<file path="config.mk">
export PLATFORM = sky130hd
export DESIGN_NAME = length_prefixed_frame_receiver_core
export DESIGN_NICKNAME = d
export VERILOG_FILES = /design/src/sv/lpfr_pkg.sv /design/src/sv/length_prefixed_frame_receiver_core.sv /design/src/sv/lpfr_in_stage.sv /design/src/sv/lpfr_deframer.sv /design/src/sv/lpfr_out_stage.sv
export SDC_FILE = /design/constraint.sdc
export NUM_CORES = 1
export LEC_CHECK = 0
export BUFFER_PORTS_ARGS = -buffer_cell sky130_fd_sc_hd__buf_2
export CORE_MARGIN = 3
export CORE_UTILIZATION = 57
export CTS_BUF_LIST = sky130_fd_sc_hd__clkbuf_16
export DETAILED_ROUTE_END_ITERATION = 6
export HOLD_SLACK_MARGIN = 0.08
export PLACE_DENSITY = 0.79
export SETUP_SLACK_MARGIN = 0.15
export SYNTH_ARGS = -nofsm -noshare
export SYNTH_HDL_FRONTEND = slang
export SYNTH_HIERARCHICAL = 1
export SYNTH_SLANG_ARGS = --single-unit
</file>
<file path="constraint.sdc">
create_clock -name clk -period 3.37 [get_ports clk]
set_input_delay 0.1685 -clock clk [delete_from_list [all_inputs] [get_ports clk]]
set_output_delay 0.1685 -clock clk [all_outputs]
set_load 0.03 [all_outputs]
</file>
<file path="src/sv/lpfr_pkg.sv">
// ----------------------------------------------------------------------------
// lpfr_pkg
// shared types and constants for the length-prefixed frame receiver
// ----------------------------------------------------------------------------
package lpfr_pkg;

    localparam int MAX_PAYLOAD = 256;
    localparam int LEN_W       = 9;

    localparam logic [7:0] CH_START  = 8'h23;
    localparam logic [7:0] CH_SECOND = 8'h21;
    localparam logic [7:0] CH_STAR   = 8'h2A;
    localparam logic [7:0] CH_CLOSE  = 8'h26;

    localparam logic MODE_BYTE  = 1'b0;
    localparam logic MODE_ABORT = 1'b1;

    typedef enum logic [2:0] {
        PH_IDLE,
        PH_START,
        PH_LEN_HI,
        PH_LEN_LO,
        PH_PAYLOAD,
        PH_WAIT_STAR,
        PH_CHECK,
        PH_WAIT_END
    } phase_t;

    typedef struct packed {
        logic       mode;
        logic [7:0] rx_byte;
    } item_t;

    typedef struct packed {
        logic             payload_valid;
        logic [7:0]       payload_byte;
        logic [7:0]       payload_index;
        logic             payload_last;
        logic             frame_done;
        logic [LEN_W-1:0] frame_length;
        logic [7:0]       check_byte;
        logic             length_error;
    } result_t;

    typedef struct packed {
        logic  valid;
        item_t item;
    } stage_t;

endpackage

</file>
<file path="src/sv/length_prefixed_frame_receiver_core.sv">
// path: an accepted item waits in the input register, then its result is held in the result register
// throughput: one item per cycle while the result is not stalled; the phase update is a single step of logic
// a stalled result holds while one more item waits in the input register
// reset: rst_n asynchronous, active low; phase returns to idle, counters and
// saved length and check byte clear, both registers empty
// ----------------------------------------------------------------------------
// length_prefixed_frame_receiver_core
// recognizes '#' '!' len16 payload '*' check '&' frames in a byte stream
// ----------------------------------------------------------------------------
module length_prefixed_frame_receiver_core (
    input  logic                      clk,
    input  logic                      rst_n,
    input  logic                      in_valid,
    output logic                      in_stall,
    input  logic                      mode,
    input  logic [7:0]                rx_byte,
    output logic                      out_valid,
    input  logic                      out_stall,
    output logic                      payload_valid,
    output logic [7:0]                payload_byte,
    output logic [7:0]                payload_index,
    output logic                      payload_last,
    output logic                      frame_done,
    output logic [lpfr_pkg::LEN_W-1:0] frame_length,
    output logic [7:0]                check_byte,
    output logic                      length_error
);
    import lpfr_pkg::*;

    stage_t  s1;
    result_t result;
    result_t out_result;
    logic    out_free;

    lpfr_in_stage u_in_stage (
        .clk      (clk),
        .rst_n    (rst_n),
        .in_valid (in_valid),
        .in_stall (in_stall),
        .mode     (mode),
        .rx_byte  (rx_byte),
        .out_free (out_free),
        .s1       (s1)
    );

    lpfr_deframer u_deframer (
        .clk     (clk),
        .rst_n   (rst_n),
        .s1      (s1),
        .advance (s1.valid && out_free),
        .result  (result)
    );

    lpfr_out_stage u_out_stage (
        .clk        (clk),
        .rst_n      (rst_n),
        .s1_valid   (s1.valid),
        .result     (result),
        .out_free   (out_free),
        .out_valid  (out_valid),
        .out_stall  (out_stall),
        .out_result (out_result)
    );

    assign payload_valid = out_result.payload_valid;
    assign payload_byte  = out_result.payload_byte;
    assign payload_index = out_result.payload_index;
    assign payload_last  = out_result.payload_last;
    assign frame_done    = out_result.frame_done;
    assign frame_length  = out_result.frame_length;
    assign check_byte    = out_result.check_byte;
    assign length_error  = out_result.length_error;

endmodule

</file>
<file path="src/sv/lpfr_in_stage.sv">
// ----------------------------------------------------------------------------
// lpfr_in_stage
// input register, holds one item until the result register can take it
// ----------------------------------------------------------------------------
module lpfr_in_stage (
    input  logic           clk,
    input  logic           rst_n,
    input  logic           in_valid,
    output logic           in_stall,
    input  logic           mode,
    input  logic [7:0]     rx_byte,
    input  logic           out_free,
    output lpfr_pkg::stage_t s1
);
    import lpfr_pkg::*;

    logic  valid_reg;
    logic  valid_next;
    item_t item_reg;
    logic  accept;

    assign in_stall   = valid_reg && !out_free;
    assign accept     = in_valid && !in_stall;
    assign valid_next = accept || (valid_reg && !out_free);

    always_ff @(posedge clk or negedge rst_n)
    begin
        if (!rst_n)
        begin
            valid_reg <= 1'b0;
        end
        else
        begin
            valid_reg <= valid_next;
        end
    end

    always_ff @(posedge clk)
    begin
        if (accept)
        begin
            item_reg.mode    <= mode;
            item_reg.rx_byte <= rx_byte;
        end
    end

    assign s1.valid = valid_reg;
    assign s1.item  = item_reg;

endmodule

</file>
<file path="src/sv/lpfr_deframer.sv">
// ----------------------------------------------------------------------------
// lpfr_deframer
// frame phase tracking and per-item result decode
// ----------------------------------------------------------------------------
module lpfr_deframer (
    input  logic              clk,
    input  logic              rst_n,
    input  lpfr_pkg::stage_t  s1,
    input  logic              advance,
    output lpfr_pkg::result_t result
);
    import lpfr_pkg::*;

    phase_t           phase_reg;
    phase_t           phase_next;
    logic [7:0]       len_hi_reg;
    logic [7:0]       len_hi_next;
    logic [LEN_W-1:0] len_reg;
    logic [LEN_W-1:0] len_next;
    logic [7:0]       index_reg;
    logic [7:0]       index_next;
    logic [7:0]       check_reg;
    logic [7:0]       check_next;

    logic [15:0]      rx_len;
    logic             len_bad;
    logic             last_byte;
    logic [7:0]       b;

    assign b         = s1.item.rx_byte;
    assign rx_len    = {len_hi_reg, b};
    assign len_bad   = (rx_len == 16'd0) || (rx_len > 16'(MAX_PAYLOAD));
    assign last_byte = ({1'b0, index_reg} + LEN_W'(1)) >= len_reg;

    always_comb
    begin
        phase_next  = phase_reg;
        len_hi_next = len_hi_reg;
        len_next    = len_reg;
        index_next  = index_reg;
        check_next  = check_reg;
        result      = '0;
        if (s1.item.mode == MODE_ABORT)
        begin
            phase_next = PH_IDLE;
            index_next = '0;
        end
        else
        begin
            unique case (phase_reg)
                PH_IDLE:
                begin
                    if (b == CH_START)
                    begin
                        phase_next = PH_START;
                    end
                end
                PH_START:
                begin
                    if (b == CH_SECOND)
                    begin
                        phase_next = PH_LEN_HI;
                    end
                end
                PH_LEN_HI:
                begin
                    len_hi_next = b;
                    phase_next  = PH_LEN_LO;
                end
                PH_LEN_LO:
                begin
                    len_next   = rx_len[LEN_W-1:0];
                    index_next = '0;
                    if (len_bad)
                    begin
                        result.length_error = 1'b1;
                        phase_next          = PH_IDLE;
                    end
                    else
                    begin
                        phase_next = PH_PAYLOAD;
                    end
                end
                PH_PAYLOAD:
                begin
                    result.payload_valid = 1'b1;
                    result.payload_byte  = b;
                    result.payload_index = index_reg;
                    if (last_byte)
                    begin
                        result.payload_last = 1'b1;
                        index_next          = '0;
                        phase_next          = PH_WAIT_STAR;
                    end
                    else
                    begin
                        index_next = index_reg + 8'd1;
                    end
                end
                PH_WAIT_STAR:
                begin
                    if (b == CH_STAR)
                    begin
                        phase_next = PH_CHECK;
                    end
                end
                PH_CHECK:
                begin
                    check_next = b;
                    phase_next = PH_WAIT_END;
                end
                PH_WAIT_END:
                begin
                    if (b == CH_CLOSE)
                    begin
                        result.frame_done   = 1'b1;
                        result.frame_length = len_reg;
                        result.check_byte   = check_reg;
                        phase_next          = PH_IDLE;
                    end
                end
                default:
                begin
                    phase_next = PH_IDLE;
                end
            endcase
        end
    end

    always_ff @(posedge clk or negedge rst_n)
    begin
        if (!rst_n)
        begin
            phase_reg  <= PH_IDLE;
            len_hi_reg <= '0;
            len_reg    <= '0;
            index_reg  <= '0;
            check_reg  <= '0;
        end
        else if (advance)
        begin
            phase_reg  <= phase_next;
            len_hi_reg <= len_hi_next;
            len_reg    <= len_next;
            index_reg  <= index_next;
            check_reg  <= check_next;
        end
    end

endmodule

</file>
<file path="src/sv/lpfr_out_stage.sv">
// ----------------------------------------------------------------------------
// lpfr_out_stage
// result register with valid/stall handshake toward the consumer
// ----------------------------------------------------------------------------
module lpfr_out_stage (
    input  logic              clk,
    input  logic              rst_n,
    input  logic              s1_valid,
    input  lpfr_pkg::result_t result,
    output logic              out_free,
    output logic              out_valid,
    input  logic              out_stall,
    output lpfr_pkg::result_t out_result
);
    import lpfr_pkg::*;

    logic    valid_reg;
    logic    valid_next;
    result_t result_reg;
    logic    load;

    assign out_free   = !valid_reg || !out_stall;
    assign load       = s1_valid && out_free;
    assign valid_next = load || (valid_reg && out_stall);

    always_ff @(posedge clk or negedge rst_n)
    begin
        if (!rst_n)
        begin
            valid_reg <= 1'b0;
        end
        else
        begin
            valid_reg <= valid_next;
        end
    end

    always_ff @(posedge clk)
    begin
        if (load)
        begin
            result_reg <= result;
        end
    end

    assign out_valid  = valid_reg;
    assign out_result = result_reg;

endmodule

</file>
; Word level (Yosys, flattened, before mapping)
; Index checks and enable logic that the tools add are counted.
[classes]
add_sub_neg = 2
multipliers = 0
div = 0
order_cmp = 2
eq_ne = 16
shift = 0
mux = 15
bitwise_logic = 5
n_reduce_logical = 24
[ops]
columns = cell, count
row1 = 18-bit 2-to-1 mux, 2
row2 = 8-bit by 6-bit == test with 1-bit output (second input constant), 4
row3 = 3-bit case mux with 8 select lines, 1
row4 = 3-bit 2-to-1 mux, 7
row5 = 16-bit by 9-bit > comparator with 1-bit output (second input constant), 1
row6 = 16-bit logical NOT, 1
row7 = 8-bit 2-to-1 mux, 2
row8 = 8-bit case mux with 2 select lines, 1
row9 = 3-bit by 2-bit != test with 1-bit output (second input constant), 5
row10 = 3-bit == test (second input constant), 4
row11 = 8-bit by 1-bit adder with 9-bit output (second input constant), 1
row12 = 9-bit greater-or-equal comparator, 1
row13 = 3-bit AND reduction, 3
row14 = 8-bit by 1-bit adder with 8-bit output (second input constant), 1
row15 = 3-bit by 2-bit == test with 1-bit output (second input constant), 2
row16 = 6-bit AND reduction, 1
row17 = 2-bit OR reduction, 3
row18 = 1-bit NOT, 5
row19 = 1-bit logical AND, 4
row20 = 1-bit logical NOT, 4
row21 = 1-bit logical OR, 4
row22 = 3-bit by 1-bit == test with 1-bit output (second input constant), 1
row23 = 3-bit logical NOT, 1
row24 = 3-bit nonzero test, 1
row25 = other kinds (3), 4
[totals]
regBits = 84
latchBits = 0
ram_bits = 0
mem_bits_ro = 0
in_bits = 13
out_inout_bits = 39
mem_count = 0

; Longest topological paths before layout
; Gate-level depths: netlist of run 1.
[logic_depth]
ltp_word = 7
depth_mapped = 10

; Cells and area by module
; The synthesis of run 1 kept the hierarchy.
[by_module_without_submodules]
columns = module, instances, cells_each, area_each_um2, seq_area_each_um2
row1 = lpfr_deframer, 1, 226, 2195.9, 900.9
row2 = lpfr_out_stage, 1, 41, 1158.6, 1136.1
row3 = lpfr_in_stage, 1, 15, 335.3, 295.3
row4 = length_prefixed_frame_receiver_core, 1, 1, 6.3, 0.0

; Worst setup path after synthesis of run 1
; Ideal clock, no wire load.
[synth_timing]
path_kind = reg2reg
from = reg u_deframer.index_reg[0]
to = reg u_deframer.index_reg[0]
setup_time_ps = 67
arrival_ps = 2324
setup_slack_ps = 978
stages_incl_launch_ff = 11
n_path_buf = 0
cell_sequence = dfrtp_1 and3_1 and3_1 and3_1 xor2_1 ha_1 nand4_1 nor2_1 a2111o_1 nor2_2 mux2_2
[synth_between]
elab_chain_cells = 5
[synth_lines]
columns = element, line
row1 = from (decl), lpfr_deframer.sv:20  ; logic [7:0] index_reg;
row2 = from (signal assigned), lpfr_deframer.sv:145  ; index_reg <= index_next;
row3 = 8-bit by 1-bit adder with 9-bit output, lpfr_deframer.sv:33  ; assign last_byte = ({1'b0, index_reg} + LEN_W'(1)) >= len_reg;
row4 = 9-bit greater-or-equal comparator, lpfr_deframer.sv:33
row5 = 8-bit 2-to-1 mux *, lpfr_deframer.sv:89  ; if (last_byte)
row6 = 8-bit case mux with 2 select lines *, lpfr_deframer.sv:50  ; unique case (phase_reg)
row7 = 8-bit 2-to-1 mux *, lpfr_deframer.sv:43  ; if (s1.item.mode == MODE_ABORT)
; Every way passes the cells marked *; elsewhere a longest branch is shown, timed or not.
; A chain may end at the register's enable or synchronous reset.

; Worst setup path after layout of run 1
[layout_timing]
from = reg u_deframer.index_reg[0]
to = reg u_deframer.index_reg[5]
; The elaborated chain is that of the path after synthesis.

==> impl.org, run 1 <==
** Status
- Status :: completed

** STA
- Final TNS setup :: 0 ns
- Final number of max-transition violations :: 0
- Setup repair after global routing left no endpoint under its margin.
- Final number of hold-violating endpoints :: 0
- Tcrit/Tclk final :: 0.813
- At the pin with the least slew margin, the transition time is 1.18 ns.
- Clock skew after layout :: 0.00821 ns
- Timing would allow up to 0.365 GHz.
- Endpoints failing setup :: 0
- The smallest clock period supported by the final layout is computed as 2.74 ns.
- Measured against its own limit, the worst slew margin works out to 0.211.
- Final hold slack :: 0.103 ns

** Synth
- The compound-cell area share of the yosys netlist came to 0.0721.
- Largest family of logic cells by synthesized area :: simple AND/OR/NAND/NOR gates
- Adder and majority gate portion of the synthesized area :: 0.0339
- Of the post-synthesis cell area, the dominant cell type holds 0.374.
- Counting instances in the post-synthesis netlist gives the leading cell types as 46 x sky130_fd_sc_hd__edfxtp_1, 38 x sky130_fd_sc_hd__dfrtp_1, 28 x sky130_fd_sc_hd__and2_1, 18 x sky130_fd_sc_hd__mux2_2, 18 x sky130_fd_sc_hd__nand2_1.
- By area the synthesized netlist is led by sky130_fd_sc_hd__edfxtp_1 37%, sky130_fd_sc_hd__dfrtp_1 26%, sky130_fd_sc_hd__mux2_2 5.5%, sky130_fd_sc_hd__and2_1 4.7%, sky130_fd_sc_hd__ha_1 3.4%.
- Biggest area consumer among synthesized cells :: sky130_fd_sc_hd__edfxtp_1
- Number of synthesized flops with an enable pin :: 46
- Netlist cell types :: 44
- Of the synthesized area, sequential elements account for 0.631.
- Nets in the synthesized netlist :: around 310
- Summing every instance area after synthesis gives 3700 um^2.
- A synthesized cell averages 13.1 um^2.
- Count leader, synth :: sky130_fd_sc_hd__edfxtp_1
- Most used flip-flop cell after synthesis :: sky130_fd_sc_hd__edfxtp_1
- Post-synth ARST share :: 0.452
- Synthesis produced a netlist whose cell count is 283.
- Synthesized flop and latch total :: between 80 and 90
- Multiplexer share of the synthesized area :: 0.0548
- Count of yosys warnings during synthesis :: 6
- Of the total synthesized cell area, the portion taken by XOR and XNOR cells is 0.0190.
- Area fraction in and, or, nand and nor cells after synthesis :: 0.162

** Setup path
- Data on the critical path arrives at its endpoint at ~3.0 ns.
- Req. time, crit path :: 3.64 ns
- Sort of element at the end of the critical path :: register
- The most critical setup path has its startpoint at u_deframer/index_reg[0].
- Origin of the critical flop-to-flop path :: u_deframer/index_reg[0]
- Sort of element at the start of the critical path :: register
- Of all nets on the critical path, the largest fanout is 8.
- Crit Path Category :: register to register

** Clocking
- The H-tree generated during clock tree synthesis spans 3 levels.
- Cells resized by post-CTS repair :: 0
- TritonCTS built the clock tree.
- Root buffer cell :: sky130_fd_sc_hd__clkbuf_16
- CTS saw 84 sinks.
- The later pin in the worst-skew pair is clocked with a latency of 0.33 ns.
- Max Root-Sink Buffers :: 2
- CTS clk-pin slew, worst paths :: 0.06 ns
- CTS buffer count :: 9

** Pwr
- Leakage power total :: between 1.5 and 2 nW
- In this run the power density over the cells is 620 nW/um^2.
- Worst vdd rail ir drop :: roughly 0.45 mV
- Total Power :: 2.73 mW

** Global route
- Pin count of the biggest net entering global routing :: 39
- Summed over all layers, the global routing overflow is 0.
- Vias in the first global route :: 2428
- Across every metal layer, demand over resource in global routing totals 0.214.
- Wire length of the first global-routing pass :: 12100 um
- Antenna violations before repair :: 0

** Routing
- Dividing the detail-routed wire length by the instance count gives between 15 and 20 um.
- The pre-antenna-repair detailed-routing pass consisted of 5 iterations.
- For this run, design rule violations remaining after detail routing come to 0.
- Iteration-0 DRC count of the detailed router :: roughly 140
- After detailed routing, the number of vias per cell comes to between 5 and 6.
- For this block, the routed nets add up to between 7000 and 8000 um of wire.
- In this run the remaining antenna-violating nets after routing total 0.
- Total number of vias :: 2415

** Layout
- From synthesis to final layout, the design area changed by 19.2%.
- Number of flip-flops in the largest register :: 37
- Filler Cell Count :: 425
- The multi-input combinational cells in the finished layout cover a total of between 1000 and 1500 um^2.
- After routing the design area is between 4000 and 5000 um^2.
- Final net count :: ~370
- Storage cell area :: about 2300 um^2
- Share of post-route cells with drive strength above 1 :: 0.271
- The number of antenna diodes in the final layout is 0.
- At the end of the flow the core is filled with cells to 0.723.

** Die
- Die Outline Area :: 7490 um^2
- For this configuration, the core starts out at a cell density of 0.606.
- Width of the chip :: 86.5 um
- # IOs :: 52
- Die Ht :: a little under 90 um
- After floorplanning, the core was sized to cover between 6000 and 7000 um^2.
- Row generation in the floorplan step produced 28 rows.

** Run
- MaxCap Viol Count :: 0

** Place
- The wire-length estimate of the detail-placed layout is between 4000 and 5000 um.
- DP Area :: 4000 um^2
- Buffers placed on the I/O ports in this run total a little over 50.
- Placer's final routability congestion estimate :: around 0.83

** Hold path
- Worst Min Path Start :: out_stall
- Hold Crit Class :: input pin to register
## cells by family (layout without fill, tap and decap cells)
logic type / count (synthesis) / count (layout)
compound gates: 39 / 39
xor+xnor: 8 / 8
fa+ha+maj: 10 / 10
buf+inv: 23 / 91
flops: 84 / 84
mux: 18 / 18
simple gates: 101 / 101
## worst max-delay path, cell delays in order (launching register included)
cell and delay [ns]:
sky130_fd_sc_hd__dfrtp_1 0.44, sky130_fd_sc_hd__and3_1 0.22, sky130_fd_sc_hd__and3_1 0.19, sky130_fd_sc_hd__and3_1 0.20, sky130_fd_sc_hd__xor2_1 0.22, sky130_fd_sc_hd__ha_1 0.29
sky130_fd_sc_hd__nand4_1 0.11, sky130_fd_sc_hd__nor2_1 0.07, sky130_fd_sc_hd__a2111o_1 0.54, sky130_fd_sc_hd__nor2_2 0.22, sky130_fd_sc_hd__a22o_1 0.18
## metrics by stage
step                      cells  setup WS (ns)
final                       426          0.630
after global routing        426          0.367
after CTS                   426          0.662
after detailed placement    399          0.674
after global placement      399          0.788
after floorplan             283          0.978
## repair_timing
item,4_1_cts,5_1_grt
endpoints found under the hold margin,48,0
setup buffers,0,0
hold buffers,11,0
## layer usage
layer / GRT usage / up-vias / wire, um
met5: 0 / - / 0
met4: 0.0751 / 0 / 98
met3: 0.0523 / 10 / 425
met2: 0.332 / 84 / 3510
met1: 0.297 / 1159 / 3150
li1: - / 1162 / -
## layout by cell type, fill, tap and decap left out, types with 3 or more instances in the layout
cell type,synthesis,final
sky130_fd_sc_hd__nor3_1,5,5
sky130_fd_sc_hd__nand2b_1,3,3
sky130_fd_sc_hd__xor2_1,5,5
sky130_fd_sc_hd__buf_2,3,51
sky130_fd_sc_hd__xnor2_1,3,3
sky130_fd_sc_hd__nand3_1,6,6
sky130_fd_sc_hd__ha_1,10,10
sky130_fd_sc_hd__inv_1,12,12
sky130_fd_sc_hd__dlygate4sd3_1,0,11
sky130_fd_sc_hd__clkbuf_16,0,10
sky130_fd_sc_hd__nor2_1,9,9
sky130_fd_sc_hd__a22o_1,5,5
sky130_fd_sc_hd__a21oi_1,3,3
sky130_fd_sc_hd__a211oi_1,3,3
sky130_fd_sc_hd__and2_1,28,28
sky130_fd_sc_hd__o21ai_0,17,17
sky130_fd_sc_hd__nor4_1,10,10
sky130_fd_sc_hd__and3_1,5,5
sky130_fd_sc_hd__nand2_1,18,18
sky130_fd_sc_hd__dfrtp_1,38,38
sky130_fd_sc_hd__edfxtp_1,46,46
sky130_fd_sc_hd__mux2_2,18,18
## where the power goes
part	leakage [nW]	internal, mW	switching, mW	total [mW]
registers	0.939	1.24	0.105	1.35
clock network	0.149	0.548	0.396	0.944
logic	0.861	0.171	0.269	0.441
total	1.95	1.96	0.770	2.73
## area by class of cell
cell class / instances / share of cell area
Clock inverter: 6 / 0.00965
Inverter: 12 / 0.0102
Timing Repair Buffer: 63 / 0.0846
Sequential cell: 84 / 0.529
Multi-Input combinational cell: 176 / 0.288
Clock buffer: 10 / 0.0568
Tap cell: 75 / 0.0213
## final timing paths
check | endpoint | cells after the start | slack, ns
setup / recovery | u_deframer/index_reg[5] | 10 | 0.63
hold / removal | u_out_stage/out_valid | 2 | 0.10
setup reg to reg | u_deframer/index_reg[5] | 10 | 0.63
hold reg to reg | u_deframer/check_reg[1] | 1 | 0.50
max in group asynchronous | u_deframer/len_reg[1] | 2 | 2.33
min in group asynchronous | u_deframer/index_reg[3] | 2 | 0.49
No activity file was read; power rests on OpenSTA's default activity.
==> run 2: changes to the inputs <==
Settings changed: ABC_AREA set to 1.
Clock period 3.37 ns to 2.65 ns, I/O delays scaled along.
==> run 2 against run 1 <==
  * Sequential share of layout area fell by 2.4 points
  * Cell count rose by 25%
  * Hold slack improved by 0.071 ns
  * Die area rose by 2.8%
  * Routed wire length rose by 3.5%
  * Core utilization fell by 0.38 points
  * Flip-flop and latch count did not move
  * Clock-buffer cell count fell by 1
  * Critical path type unchanged
  * Largest cell class unchanged
==> impl.org, run 2 <==
** Global route
- Global-route total usage across every layer :: 0.208
- Wire length of the first global-routing pass :: 12000 um
- The number of antenna violations at the first check in global routing was 0.
- After global routing the overflow that remains totals 0.
- Vias in the first global route :: 2544
- Entering global routing, the biggest net connects 39 pins.

** Routing
- Average detailed-routed wire length per instance :: 14.0 um
- Avg Vias per Cell :: about 5.2
- After detailed routing, no signal wire sits above met4.
- WL met2 :: 3790 um
- After detailed routing, the met3 layer carries 446 um of wire.
- Summed over all layers, the routed wires come to 7440 um.
- Total number of vias :: 2772
- For this block, wires on met1 add up to slightly above 3000 um.
- For this run, the detailed router's first-pass iteration total came to 5.
- Post-route ant nets :: 0
- After detailed routing, the number of remaining DRC violations is 0.
- The first routing iteration left 196 violations.

** Die
- # IOs :: 52
- Width of the chip :: 87.7 um
- For this configuration, the core starts out at a cell density of 0.593.
- The floorplan step defined a die boundary enclosing 7690 um^2.
- Core area :: about 6400 um^2
- The die is between 80 and 90 um tall.
- The floorplan has 29 rows.

** Clocking
- CTS saw 84 sinks.
- The H-tree was split into 3 levels.
- At the later pin of the worst-skew pair, clock insertion delay measures 0.33 ns.
- No sink is reached through more buffers than the 2 on the longest clock path.
- TritonCTS built the clock tree.
- CTS buffer count :: 9
- Clock tree synthesis selected as its root buffer the cell sky130_fd_sc_hd__clkbuf_16.
- CTS clk-pin slew, worst paths :: 0.06 ns

** Layout
- Relative to the synthesized area, the layout overhead comes to 21.3%.
- The net count of the finished layout is 474.
- The library cells used most frequently in the layout, excluding fill and tap cells, are 85 x sky130_fd_sc_hd__nand2_1, 55 x sky130_fd_sc_hd__inv_1, 51 x sky130_fd_sc_hd__buf_2, 46 x sky130_fd_sc_hd__nor2_1, 46 x sky130_fd_sc_hd__edfxtp_1.
- The number of antenna diodes in the final layout is 0.
- Number of flip-flops in the largest register :: 37
- Share of post-route cells with drive strength above 1 :: 0.259
- For this run, the number of standard cells in the final layout without fillers is about 530.
- Commonest non-fill, non-tap cell in the layout :: sky130_fd_sc_hd__nand2_1

** Setup path
- Critical path data arrival time :: 2.60 ns
- Worst-path maximum fanout :: 8
- Req. time, crit path :: 2.89 ns
- Crit Path Category :: register to register
- Largest stage delay on the critical path :: 0.42 ns
- Cell breakdown of the critical path :: nand3_1 > nor2_2 > nand3_1 > nor2_1 > xor2_1 > ha_1 > nand2_1 > inv_1 > a21oi_2 > nand4_4 > nor2_4 > nand2_1 > o21ai_0
- Sort of element at the end of the critical path :: register
- On the critical path, the stage with the largest delay is an instance of sky130_fd_sc_hd__dfrtp_2.
- Sort of element at the start of the critical path :: register

** Pwr
- Leakage power total :: 2.10 nW
- Power density over the cells :: 804 nW/um^2
- Worst vdd rail ir drop :: 0.431 mV
- Total Power :: 3.72 mW

** Synth
- Number of synthesized flops with an enable pin :: 46
- Synth cell count leaders :: 85 x sky130_fd_sc_hd__nand2_1, 54 x sky130_fd_sc_hd__inv_1, 49 x sky130_fd_sc_hd__nor2_1, 46 x sky130_fd_sc_hd__edfxtp_1, 38 x sky130_fd_sc_hd__dfrtp_1
- Counting every instance in the synthesized netlist gives 381.
- The cell area that synthesis handed to floorplanning was 3810 um^2.
- The biggest area contributor in the post-synthesis netlist is sky130_fd_sc_hd__edfxtp_1.
- A synthesized cell averages around 10 um^2.
- Nets in the synthesized netlist :: around 400
- Of the synthesized area, sequential elements account for 0.613.
- Most used flip-flop cell after synthesis :: sky130_fd_sc_hd__edfxtp_1
- Of the post-synthesis cell area, the dominant cell type holds 0.363.
- By area the synthesized netlist is led by sky130_fd_sc_hd__edfxtp_1 36%, sky130_fd_sc_hd__dfrtp_1 25%, sky130_fd_sc_hd__nand2_1 8.4%, sky130_fd_sc_hd__inv_1 5.3%, sky130_fd_sc_hd__nor2_1 4.8%.
- Yosys mapped the design onto 26 distinct sky130hd cell types.
- The Yosys step of the flow raised 6 warnings.
- Post-synth ARST share :: 0.452
- In this run, synthesis produced a sequential element count of 84.
- Count leader, synth :: sky130_fd_sc_hd__nand2_1

** Hold path
- Hold Crit Class :: input pin to register

** Run
- MaxCap Viol Count :: 0

** STA
- Worst slew margin relative to its limit :: 0.430
- The final max-slew violation count was 0.
- Tightest Pin Transition :: 0.855 ns
- Final number of hold-violating endpoints :: 0
- Final TNS setup :: 0 ns
- Highest attainable clock frequency :: 0.423 GHz
- The clock arrives with 0.00532 ns of skew.
- Across all setup checks in the final design, the least slack found is 0.285 ns.
- Endpoints failing setup :: 0
- Minimum period implied by the final worst setup slack :: between 2 and 2.5 ns
- In the finished design, the share of the clock period the worst path needs comes to 0.892.
- Setup repair after global routing left no endpoint under its margin.

** Place
- Placed wire-length estimate after detailed placement :: 4920 um
- Buffers placed on the I/O ports in this run total 51.
- Cell count after placement :: slightly above 500
- Place WS :: 0.211 ns
- Placer's final routability congestion estimate :: 0.913

** Status
- The run finished with clean final reports.
==> run 2: cell types whose count changed after synthesis, moves of 11 or more <==
| cell | previous run | this run |
|---|---|---|
| sky130_fd_sc_hd__inv_1 | 12 | 54 |
| sky130_fd_sc_hd__nor2_2 | 1 | 12 |
| sky130_fd_sc_hd__nand2_1 | 18 | 85 |
| sky130_fd_sc_hd__nand3_1 | 6 | 17 |
| sky130_fd_sc_hd__mux2_2 | 18 | 0 |
| sky130_fd_sc_hd__and2_1 | 28 | 0 |
| sky130_fd_sc_hd__nor2_1 | 9 | 49 |
==> run 2: cell type report <==
type	instances	area (um^2)
multi-input cells	231	1260
clock inverters	7	91.3
clock buffers	9	225
repair buffers	65	388
flip-flops and latches	84	2330
inverters	60	225
fillers	447	1800
well taps	77	96.3
==> run 2: power by group <==
part	internal (mW)	total [mW]	switching, mW
sequential	1.57	1.68	0.117
combinational	0.240	0.721	0.481
clock	0.823	1.31	0.489
==> run 2: metrics by stage <==
step / utilization / area, um^2 / hold WS (ns)
floorplan: - / 3810 / -0.163
global placement: 0.643 / 4130 / 0.281
detailed placement: 0.643 / 4130 / 0.286
CTS: 0.710 / 4560 / 0.173
global route: 0.719 / 4620 / 0.215
finish: 0.719 / 4620 / 0.174
==> run 2: critical path: cells and delay by family (launching register included) <==
family / cells / cell delay (ns)
AO/OA/AOI/OAI: 2 / 0.28
XOR/XNOR: 1 / 0.20
adder cells (fa/ha/maj): 1 / 0.26
buffers and inverters: 1 / 0.05
flip-flops: 1 / 0.42
AND/OR/NAND/NOR: 8 / 1.06
==> run 2: per-layer routing <==
metal	global-route usage	vias up
met4	0.0990	0
met1	0.266	1283
met3	0.0405	15
met5	0	-
met2	0.344	114
li1	-	1360
==> run 2: repair_timing <==
action	CTS	global route
endpoints found under the setup margin	2	12
setup buffers	0	2
hold buffers	11	0
pin swaps	0	3
hold endpoints to repair	48	0
gates resized for setup	1	10
==> run 2: cells by family (layout without fill, tap and decap cells) <==
kind of cell | Yosys count | in the layout | synth area share
AND/OR/NAND/NOR | 178 | 178 | 0.212
flip-flops | 84 | 84 | 0.613
buffers and inverters | 66 | 141 | 0.0710
AO/OA/AOI/OAI | 39 | 39 | 0.0625
adder cells (fa/ha/maj) | 10 | 10 | 0.0329
XOR/XNOR | 4 | 4 | 0.00920
==> run 2: worst paths after layout <==
check / start / endpoint / slack, ns / depth (start not counted)
setup / recovery: u_deframer/index_reg[0] / u_deframer/index_reg[5] / 0.29 / 13
hold / removal: out_stall / u_out_stage/out_valid / 0.17 / 3
setup reg to reg: u_deframer/index_reg[0] / u_deframer/index_reg[5] / 0.29 / 13
hold reg to reg: u_deframer/len_reg[3] / u_deframer/len_reg[3] / 0.48 / 2
max in group asynchronous: rst_n / u_deframer/index_reg[0] / 1.62 / 2
min in group asynchronous: rst_n / u_deframer/phase_reg[2] / 0.45 / 2
==> run 3: changes to the inputs <==
Settings changed: ABC_AREA 1 to unset.
==> run 3 against run 2 <==
  * Core utilization up 3.1 points
  * Critical path type unchanged
  * Clock-buffer cell count stayed put
  * Largest power group unchanged
  * Die area shrank 2.7%
  * Largest cell class unchanged
  * Maximum frequency fell by 9.6%
  * Clock skew about the same
  * Non-clock buffer count grew 12
  * Highest routed layer unchanged
  * Routed wire length fell by 1.2%
  * Flip-flop and latch count is the same
  * Global-route usage up 0.92 points
==> impl.org, run 3 (synthesized netlist as in run 1, its figures left out) <==
** Layout
- The repair_antennas step left the layout with diodes totalling 0.
- In the final layout, the share of cells above drive strength 1 is 0.321.
- Most used cells in the layout excluding fill and tap cells :: 51 x sky130_fd_sc_hd__buf_2, 46 x sky130_fd_sc_hd__edfxtp_1, 37 x sky130_fd_sc_hd__dfrtp_1, 28 x sky130_fd_sc_hd__and2_1
- After the flow finishes, the layout carries non-filler instances totaling 440.
- Relative to the synthesized area, the layout overhead comes to 23.7%.
- The register with the most flip-flops in the layout has 37 of them.
- Leaving out fill and tap cells, the most frequent cell in the layout is sky130_fd_sc_hd__buf_2.
- Final net count :: 383

** Run
- MaxCap Viol Count :: 0

** Global route
- Antenna violations before repair :: 0
- Vias in the first global route :: 2537
- Across every metal layer, demand over resource in global routing totals 0.218.
- Entering global routing, the biggest net connects 39 pins.
- Wire length of the first global-routing pass :: 12400 um
- Remaining Overflow, GRT :: 0

** Pwr
- Worst vdd rail ir drop :: roughly 0.54 mV
- The internal power of the cells totals around 2.4 mW.
- Summed over all nets, the switching power comes to 0.970 mW.
- Part of the power in the clock network :: 0.325
- Power density over the cells :: 746 nW/um^2
- Register share of total power :: 0.503
- Total Power :: around 3.4 mW
- Leakage power total :: 1.99 nW
- Of the total power, the share spent switching nets is 0.284.
- Of the total power, combinational logic draws 0.172.

** Clocking
- The cell sitting at the root of the clock tree is a sky130_fd_sc_hd__clkbuf_16.
- Clock latency on the worst-skew pair :: 0.33 ns
- The H-tree was split into 3 levels.
- Max Root-Sink Buffers :: 2
- CTS buffer count :: 9
- CTS tree :: built
- Number of clock sinks seen by CTS :: 84
- CTS clk-pin slew, worst paths :: 0.06 ns

** Setup path
- Start point of the critical path :: u_deframer/index_reg[0]
- Req. time, crit path :: 2.86 ns
- Critical path data arrival time :: 2.83 ns
- STA classifies the critical path endpoint as a register.
- Origin of the critical flop-to-flop path :: u_deframer/index_reg[0]
- Worst-path maximum fanout :: 7
- Crit Path Category :: register to register
- Sort of element at the start of the critical path :: register

** STA
- The worst path in the final design needs a cycle of 2.62 ns, including I/O delays and setup.
- Final number of max-transition violations :: 0
- The tightest hold path in the finished design has a slack of 0.461 ns.
- Worst slew margin relative to its limit :: 0.408
- Clock skew after layout :: around 0.0055 ns
- Timing would allow up to 0.382 GHz.
- Tcrit/Tclk final :: 0.987
- Final number of hold-violating endpoints :: 0
- Setup repair after global routing could not meet its margin everywhere.
- For the pin with the worst max-slew slack, the measured transition is 0.888 ns.
- Setup violations remaining at the end of the flow were counted as 0.

** Place
- Placer's final routability congestion estimate :: 0.825
- Cell count after placement :: 404
- Detailed placement ended at an HPWL of 4700 um.
- During placement, the flow inserted port buffers numbering a little over 50.

** Die
- The floorplan step set the die width to 86.5 um.
- Initial core utilization :: 0.606
- From bottom edge to top edge, the die measures 86.5 um.
- Number of cell rows :: 28
- Core area :: 6100 um^2
- Die Outline Area :: 7490 um^2
- # IOs :: 52

** Routing
- Total detailed-routing wirelength :: around 7400 um
- The highest layer touched by signal routing is met4.
- After detailed routing, the wire length on met1 is 3090 um.
- Average detailed-routed wire length per instance :: roughly 17 um
- Detailed Routing Iterations Pass 1 :: 5
- Post-route ant nets :: 0
- Wire segments on met2 add up to between 3000 and 4000 um in the final route.
- Post-route DRC :: 0
- Met3 wirelength from detailed routing :: 454 um
- The first routing iteration left between 150 and 200 violations.
- Summing over every cut layer, the via total after detailed routing is 2581.
- Avg Vias per Cell :: 5.87

** Hold path
- The worst hold path belongs to the class input pin to asynchronous set/reset pin.

** Status
- The run finished with clean final reports.
==> run 3: changes by cell type in the layout (fill, tap and decap cells not counted), moves of 4 or more <==
cell / delta
sky130_fd_sc_hd__nand2_1: -67
sky130_fd_sc_hd__nor2_1: -39
sky130_fd_sc_hd__o21ai_2: -10
sky130_fd_sc_hd__mux2_2: +18
sky130_fd_sc_hd__inv_1: -42
sky130_fd_sc_hd__a22o_1: +5
sky130_fd_sc_hd__nand3_2: -4
sky130_fd_sc_hd__inv_2: -6
sky130_fd_sc_hd__nor2_2: -12
sky130_fd_sc_hd__buf_4: +10
sky130_fd_sc_hd__nor4_1: +10
sky130_fd_sc_hd__nand3_1: -8
sky130_fd_sc_hd__o21ai_0: -10
sky130_fd_sc_hd__and2_1: +28
==> run 3: power groups by stage <==
| stage | Clock, mW | Sequential (mW) | Combinational, mW |
|---|---|---|---|
| after floorplan | 0 | 1.75 | 0.364 |
| after global placement | 0 | 1.73 | 0.527 |
| after detailed placement | 0 | 1.74 | 0.547 |
| after CTS | 1.13 | 1.71 | 0.585 |
| after global routing | 1.19 | 1.73 | 0.646 |
| final | 1.11 | 1.72 | 0.587 |
==> run 3: through the flow <==
step	instance area [um^2]	TNS (ns)	worst slack, ns	utilization
after floorplan	3700	0	0.258	-
after global placement	4040	0	0.0985	0.663
after detailed placement	4040	-0.278	-0.0780	0.663
after CTS	4550	0	0.0594	0.746
after global routing	4570	-0.0110	-0.00873	0.750
final	4570	0	0.0333	0.750
==> run 3: final cells by class <==
type	count	area (um^2)
flip-flops and latches	84	2330
clock buffers	9	225
inverters	12	45.0
repair buffers	77	484
fillers	393	1520
clock inverters	7	42.5
well taps	75	93.8
multi-input cells	176	1350
==> run 3: critical path, stage by stage, from the launching register on <==
cell,delay (ns)
sky130_fd_sc_hd__dfrtp_1,0.42
sky130_fd_sc_hd__and3_4,0.20
sky130_fd_sc_hd__and3_4,0.17
sky130_fd_sc_hd__and3_4,0.19
sky130_fd_sc_hd__xor2_4,0.16
sky130_fd_sc_hd__ha_4,0.29
sky130_fd_sc_hd__nand4_1,0.15
sky130_fd_sc_hd__nor3_2,0.24
sky130_fd_sc_hd__a2111o_1,0.32
sky130_fd_sc_hd__nor2_4,0.09
sky130_fd_sc_hd__mux2_2,0.26
==> run 3: worst paths after layout <==
kind	end	cells after the start	slack, ns
worst max-delay path	u_deframer/index_reg[0]	10	0.03
worst min-delay path	u_out_stage/out_valid	2	0.46
worst max register to register	u_deframer/index_reg[0]	10	0.03
worst min register to register	u_deframer/check_reg[7]	1	0.50
max in group asynchronous	u_deframer/index_reg[1]	2	1.58
min in group clk	u_deframer/check_reg[7]	1	0.50
==> run 3: what timing repair did <==
action,4_1_cts,5_1_grt
pin swaps,5,6
endpoints found under the hold margin,49,0
gates resized for setup,13,5
buffers inserted,7,1
endpoints found under the setup margin,8,10
gates cloned,0,0
hold buffers,12,0
==> run 3: metal layers <==
layer  track usage  vias to the layer above
met1         0.286                     1277
met4        0.0708                        0
met2         0.355                      104
met3        0.0570                       14
li1              -                     1186
met5             0                        -
